**src/design/nearest_path_point_search_top_defines.svh**
```systemverilog
// Assertion macros shared by the nearest path point search RTL.
// Expects i_clk and i_rst_n in the scope where a macro is used.
`ifndef NEAREST_PATH_POINT_SEARCH_TOP_DEFINES_SVH
`define NEAREST_PATH_POINT_SEARCH_TOP_DEFINES_SVH

// Same-cycle implication, disabled while reset is held.
`define NPPS_ASSERT_IMPL(lbl, ante, cons) \
    lbl: assert property (@(posedge i_clk) disable iff (!i_rst_n) (ante) |-> (cons)) \
        else $error("npps same-cycle check failed");

// Next-cycle implication, disabled while reset is held.
`define NPPS_ASSERT_NEXT(lbl, ante, cons) \
    lbl: assert property (@(posedge i_clk) disable iff (!i_rst_n) (ante) |=> (cons)) \
        else $error("npps next-cycle check failed");

`endif

```
**src/design/npps_pkg.sv**
```systemverilog
// Package for the nearest path point search block.
// Holds codes, state type and the scan tag struct; no dependencies.
package npps_pkg;

    localparam int IDX_W    = 10;
    localparam int STATUS_W = 2;

    typedef enum logic [0:0] {
        FUNC_APPEND = 1'b0,
        FUNC_QUERY  = 1'b1
    } t_func;

    typedef enum logic [STATUS_W-1:0] {
        ST_MATCH    = 2'd0,
        ST_APPENDED = 2'd1,
        ST_FULL     = 2'd2,
        ST_NO_POINT = 2'd3
    } t_status;

    typedef enum logic [1:0] {
        S_IDLE,
        S_SCAN,
        S_DRAIN
    } t_state;

    // Travels with each point read through the distance pipeline
    typedef struct packed {
        logic valid;
        logic last;
    } t_tag;

endpackage

```
**src/design/npps_dist.sv**
```systemverilog
// Two-stage squared Euclidean distance pipeline with saturation at DIST_BITS bits.
// Uses npps_pkg for the scan tag that travels alongside each point.
module npps_dist #(
    parameter int COORD_BITS = 24,
    parameter int IDX_BITS   = 10,
    parameter int DIST_BITS  = 49
) (
    input  logic                         i_clk,
    input  logic                         i_rst_n,
    input  npps_pkg::t_tag               i_tag,
    input  logic [IDX_BITS-1:0]          i_index,
    input  logic signed [COORD_BITS-1:0] i_qx,
    input  logic signed [COORD_BITS-1:0] i_qy,
    input  logic signed [COORD_BITS-1:0] i_px,
    input  logic signed [COORD_BITS-1:0] i_py,
    output npps_pkg::t_tag               o_tag,
    output logic [IDX_BITS-1:0]          o_index,
    output logic [DIST_BITS-1:0]         o_dist
);

    localparam int SQ_W  = 2 * COORD_BITS;
    localparam int SUM_W = SQ_W + 1;

    logic signed [COORD_BITS:0] diff_x;
    logic signed [COORD_BITS:0] diff_y;
    logic [COORD_BITS:0]        neg_x;
    logic [COORD_BITS:0]        neg_y;
    logic [COORD_BITS-1:0]      mag_x;
    logic [COORD_BITS-1:0]      mag_y;
    logic [SQ_W-1:0]            r_sq_x;
    logic [SQ_W-1:0]            r_sq_y;
    npps_pkg::t_tag             r_tag1;
    logic [IDX_BITS-1:0]        r_idx1;
    logic [SUM_W-1:0]           sum;
    logic [DIST_BITS-1:0]       dist_sat;
    npps_pkg::t_tag             r_tag2;
    logic [IDX_BITS-1:0]        r_idx2;
    logic [DIST_BITS-1:0]       r_dist;

    // Differences and their magnitudes
    assign diff_x = $signed({i_qx[COORD_BITS-1], i_qx}) - $signed({i_px[COORD_BITS-1], i_px});
    assign diff_y = $signed({i_qy[COORD_BITS-1], i_qy}) - $signed({i_py[COORD_BITS-1], i_py});
    assign neg_x  = -diff_x;
    assign neg_y  = -diff_y;
    assign mag_x  = diff_x[COORD_BITS] ? neg_x[COORD_BITS-1:0] : diff_x[COORD_BITS-1:0];
    assign mag_y  = diff_y[COORD_BITS] ? neg_y[COORD_BITS-1:0] : diff_y[COORD_BITS-1:0];

    // Stage 1: square each term
    always_ff @(posedge i_clk) begin
        r_sq_x <= mag_x * mag_x;
        r_sq_y <= mag_y * mag_y;
        r_idx1 <= i_index;
    end

    // Stage 2: add and saturate
    assign sum = {1'b0, r_sq_x} + {1'b0, r_sq_y};

    generate
        if (SUM_W > DIST_BITS) begin : g_sat
            assign dist_sat = (|sum[SUM_W-1:DIST_BITS]) ? '1 : sum[DIST_BITS-1:0];
        end else begin : g_nosat
            assign dist_sat = DIST_BITS'(sum);
        end
    endgenerate

    always_ff @(posedge i_clk) begin
        r_dist <= dist_sat;
        r_idx2 <= r_idx1;
    end

    // Tag pipeline
    always_ff @(posedge i_clk) begin
        if (!i_rst_n) begin
            r_tag1 <= '0;
            r_tag2 <= '0;
        end else begin
            r_tag1 <= i_tag;
            r_tag2 <= r_tag1;
        end
    end

    assign o_tag   = r_tag2;
    assign o_index = r_idx2;
    assign o_dist  = r_dist;

endmodule

```
**config.mk**
```make
export PLATFORM = sky130hd
export DESIGN_NAME = npps_dist
export DESIGN_NICKNAME = d
export VERILOG_FILES = /design/src/design/nearest_path_point_search_top_defines.svh /design/src/design/npps_pkg.sv /design/src/design/npps_dist.sv
export SDC_FILE = /design/constraint.sdc
export NUM_CORES = 2
export LEC_CHECK = 0
export BUFFER_PORTS_ARGS = -buffer_cell sky130_fd_sc_hd__buf_2
export CORE_UTILIZATION = 56
export DETAILED_ROUTE_END_ITERATION = 8
export GPL_TIMING_DRIVEN = 0
export PLACE_DENSITY = 0.77
export SYNTH_ARGS = -nofsm -noshare
export SYNTH_HDL_FRONTEND = slang
export SYNTH_SLANG_ARGS = --single-unit
```
**constraint.sdc**
```tcl
create_clock -name i_clk -period 21.6 [get_ports i_clk]
set_input_delay 4.32 -clock i_clk [delete_from_list [all_inputs] [get_ports i_clk]]
set_output_delay 4.32 -clock i_clk [all_outputs]
set_load 0.05 [all_outputs]
```
# After elaboration in Yosys (flattened, before gate mapping)
# Cells that the tools add are included.
# W data, S select, Z words.
[op_classes] mux=2 bitwise_logic=0 reduce_logical=0 order_cmp=0 n_addsub=5 shift=0 n_div=0 n_eq_ne=0 mul=2
[ops] cell="$mul A24 B24 Y48" count=2
[ops] cell="$sub A24 B24 Y25" count=2
[ops] cell="$add A48 B48 Y49" count=1
[ops] cell="$mux W24" count=2
[ops] cell="$neg A24 Y24" count=2
[word_totals] mem_bits_rw=0 mem_count=0 regBits=169 latchBits=0 rom_bits=0 in_bits=110 out_inout_bits=61 wordCells=18

# Longest topological paths before layout
[depth] ltp_word=4 depth_mapped=44 ltp_nobuf=42

# Least setup slack after synthesis
# OpenSTA, ideal clock, no wires.
[synth_timing] kind="input port to flip-flop" from="input i_qx[0]" to="register r_sq_x[47]" path_slack_ns=7.569 stages=39 arrival_ns=13.902 setup_time_ns=0.130 required_time_ns=21.470 path_buffers=2 cell_sequence="inv_1 -> ha_1 -> fa_1 -> nand2b_1 -> a21oi_2 -> o311ai_1 -> a211o_1 -> a211oi_1 -> a21bo_2 -> nor2_1 -> mux2i_1 -> buf_2 -> nor2_1 -> xnor2_1 -> inv_2 -> buf_2 -> nor2_1 -> fa_1 -> [... 3 more ...] -> inv_1 -> fa_1 -> fa_1 -> fa_1 -> fa_1 -> ha_1 -> a21o_1 -> a21o_1 -> a21oi_1 -> o21ai_0 -> a21oi_1 -> o21ai_0 -> a21o_1 -> a31o_2 -> a31o_2 -> a221oi_1 -> o21ai_0 -> xnor3_1"
[synth_via] elab_chain_cells=4
[synth_lines] element="from (decl)" line_no="npps_dist.sv:12" source="input logic signed [COORD_BITS-1:0] i_qx,"
[synth_lines] element="$sub A24 B24 Y25 *" line_no="npps_dist.sv:41" source="assign diff_x = $signed({i_qx[COORD_BITS-1], i_qx}) - $signed({i_px[COORD_BITS-1], i_px});"
[synth_lines] element="$neg A24 Y24" line_no="npps_dist.sv:43" source="assign neg_x = -diff_x;"
[synth_lines] element="$mux W24 *" line_no="npps_dist.sv:45" source="assign mag_x = diff_x[COORD_BITS] ? neg_x[COORD_BITS-1:0] : diff_x[COORD_BITS-1:0];"
[synth_lines] element="$mul A24 B24 Y48 *" line_no="npps_dist.sv:50" source="r_sq_x <= mag_x * mag_x;"
[synth_lines] element="to (signal assigned)" line_no="npps_dist.sv:50"
[synth_lines] element="to (decl)" line_no="npps_dist.sv:30" source="logic [SQ_W-1:0] r_sq_x;"
# Every way passes the cells marked *; elsewhere a longest branch is shown, timed or not.
# A chain may end at the register's enable or synchronous reset.

# Final worst setup path
# Ends and elaborated chain as after synthesis.

==> flow_summary.yaml <==
synth:
  cell_accounting_for_the_most_synthesized_area: "fa_1"
  synth.lib_cells_used.distinct: 94
  syn_inst: 4454
  synth_nets: 5847
  synth.yosys.seq_area_share_pct: 8.25
  yosys.area.top_type_share_pct: 41.9
  synth_edf_count: 0
  yosysWarnings: 0
  dominantRegCellSynth: "dfxtp_1"
  netlist_area_sq_um: 40500
  postSynthAreaPerCell_sq_um: 9.10
  leading_post_synthesis_cells_by_cell_area: "fa_1 (42%), ha_1 (13%), inv_1 (10%)"
  synth_async_sr_flop_share_pct: 0
  postSynthRegisterBits: 167
clock_tree:
  clk_pin_slew_ns: 0.08
  ctsHtreeMaxLevel: 4
  cts_setup_buffers: 0
  worst_skew_pair.late_latency_ns: 0.44
  clock_sinks: 167
  cts_tree: "built"
  cts-root-buf: "clkbuf_16"
  cts_hold_buffers_added: 0
  cts_buffer_depth: 2
  cts_resized: 0
  cts-buffers-inserted: 17
routing:
  final_antenna_net_count: 0
  dr.pass1.iters: 7
  num_vias: 30600
  routed_wirelength_mm: 100
  detail_route.drc_violations: 0
  first_iter_violations: 2047
  wire_per_inst_microns: 17.8
  avg_vias_per_cell: 5.45
worst_setup_path:
  cp_top_family: "adder cells"
  crit_path_frequent_cell: "fa_1"
  start_kind: "input port"
  worstPathBufferInverterCount: 7
  critPathArrivalTime_ns: 16.55
  worst_setup_path_end_kind: "flop"
  critical_path_class: "in2reg"
  cp_data_required_time_ns: 21.92
  crit_path_max_incr_delay_ns: 1.14
  crit_slowest_cell: "xnor2_1"
  crit_fanout: 10
status:
  violated_checks: "max-capacitance violations, max-slew violations"
  run_status: "finished, violations left"
sta:
  slew-limit-headroom_pct: -2.13
  timing.setup.tns_ns: 0
  setup_violations: 0
  post-route-worst-setup-slack_ns: 5.38
  finalHoldViolCount: 0
  worst_clock_skew_ns: 0.0130
  worst_margin_pin_slew_ns: 1.52
  min_period_over_period_pct: 75.1
  rsz0062_at_grt: "no"
  slew_viol_final: 10
  period_needed_ns: 16.22
  timing.fmax_mhz: 61.6
finish:
  nNetsFinal: 6036
  fillCellCount: 6181
  areaGrowthSynthToFinish_pct: 6.49
  drive_gt1_share_pct: 6.94
  multi_input_area_sq_um: 32300
  num_antenna_cells: 0
  regArea_sq_um: 3340
placement:
  post-place-ws_ns: 5.18
  place.detailed.hpwl_mm: 84.3
  replace_congestion: 1.03
  portBuffers: 170
global_route:
  grt_start_max_net_pins: 19
  grt_antenna_before_repair: 4
  grt_overflow: 0
  track_usage_pct: 28.1
  grt_first_pass_wirelength_mm: 162
  number_of_global_route_vias_before_repair: 32000
floorplanning:
  die-width_microns: 271
  rows: 98
  pin_count: 171
  core_sq_um: 71500
  fp.dieArea_sq_um: 73400
  start_util_pct: 56.7
  chipHeight_microns: 271
run:
  drv_cap: 2
min_path:
  holdCritPathClass: "reg2reg"
==> state kept, by name, summed over array words and instances, names as in the netlist <==
signal	flops
r_idx1	10
o_index	10
o_dist	49
o_tag	2
r_sq_y	47
r_sq_x	47
r_tag1	2
==> per-stage QoR <==
step	std cells	area [sq um]	util, %	hold WS, ns
after floorplan	4454	40500	-	0.310
after global placement	5574	42600	59.5	0.311
after detailed placement	5574	42600	59.5	0.314
after CTS	5606	43100	60.4	0.331
after global routing	5606	43100	60.4	0.335
final	5606	43100	60.4	0.324
==> path summary, 6_finish.rpt <==
path,start,end,slack [ns],cells after the start
setup reg to reg,r_sq_y[3],o_dist[30],17.34,13
hold / removal,r_idx1[5],o_index[5],0.32,0
setup / recovery,i_qx[0],r_sq_x[47],5.38,40
hold reg to reg,r_idx1[5],o_index[5],0.32,0
==> per-layer routing <==
layer | GRT usage (%) | share of wire, % | vias to the layer above
li1 | - | - | 13900
met1 | 37.1 | 40 | 15200
met2 | 46.9 | 48 | 1241
met3 | 5.46 | 9.3 | 221
met4 | 7.92 | 2.8 | 0
met5 | 0 | 0 | -
==> cell type report <==
type	instances	area share (%)
tap	950	2.75
buffer	123	1.27
inverter	1147	9.98
sequential	167	7.75
clock buffer	17	0.986
clock inverter	15	0.368
multi-input combinational	3017	74.9
timing repair buffer	170	1.97
==> layout by cell type (no fill, tap or decap), types with 8 or more instances in the layout <==
master,synthesis,final
a211o_1,8,8
a211oi_1,20,20
a21o_1,101,101
a21oi_1,135,135
a31oi_1,21,21
and2_1,22,22
and3_1,18,18
buf_2,39,209
clkbuf_1,70,70
clkbuf_16,0,17
dfxtp_1,167,167
fa_1,847,847
ha_1,436,436
inv_1,1132,1132
inv_2,14,14
nand2_1,311,311
nand2b_1,48,48
nand3_1,34,34
nand4_1,12,12
nor2_1,433,433
nor2b_1,24,24
nor3_1,42,42
o2111ai_1,8,8
o211ai_1,15,15
o21a_1,34,34
o21ai_0,62,62
o21bai_1,15,15
o31ai_1,10,10
or2_2,15,15
or3_1,8,8
xnor2_1,121,120
xor2_1,73,73
==> Yosys cell counts (all sizes together) (5+ instances only) <==
master / count
a21boi: 5
o31a: 6
or2: 20
and3: 18
a211oi: 22
dfxtp: 167
or3: 8
nand3: 35
nor2: 437
nand3b: 6
o211ai: 15
xor2: 76
nor3: 42
a31oi: 21
a211o: 8
o21bai: 15
nor2b: 24
nand2b: 48
ha: 436
o31ai: 11
o2111ai: 8
nor4b: 6
and2: 22
or4: 6
nand2: 315
o21ai: 65
a21oi: 136
clkbuf: 70
o21a: 34
fa: 847
a31o: 7
a221o: 6
nor4: 7
a21o: 101
nand4: 12
a311oi: 6
xnor2: 126
buf: 53
inv: 1146
==> cells by family (layout without fill, tap and decap cells) <==
logic type      after synthesis  in the layout  synth area share (%)
fa+ha+maj                  1283           1283                  55.3
buf+inv                    1270           1472                  12.0
mux                           6              6                 0.154
compound gates              508            508                  8.61
xor+xnor                    203            203                  4.57
simple gates               1017           1017                  11.1
flops                       167            167                  8.25
Power is not shown: default switching activity piles up to over one toggle a cycle in this logic, so the estimate is an artifact.
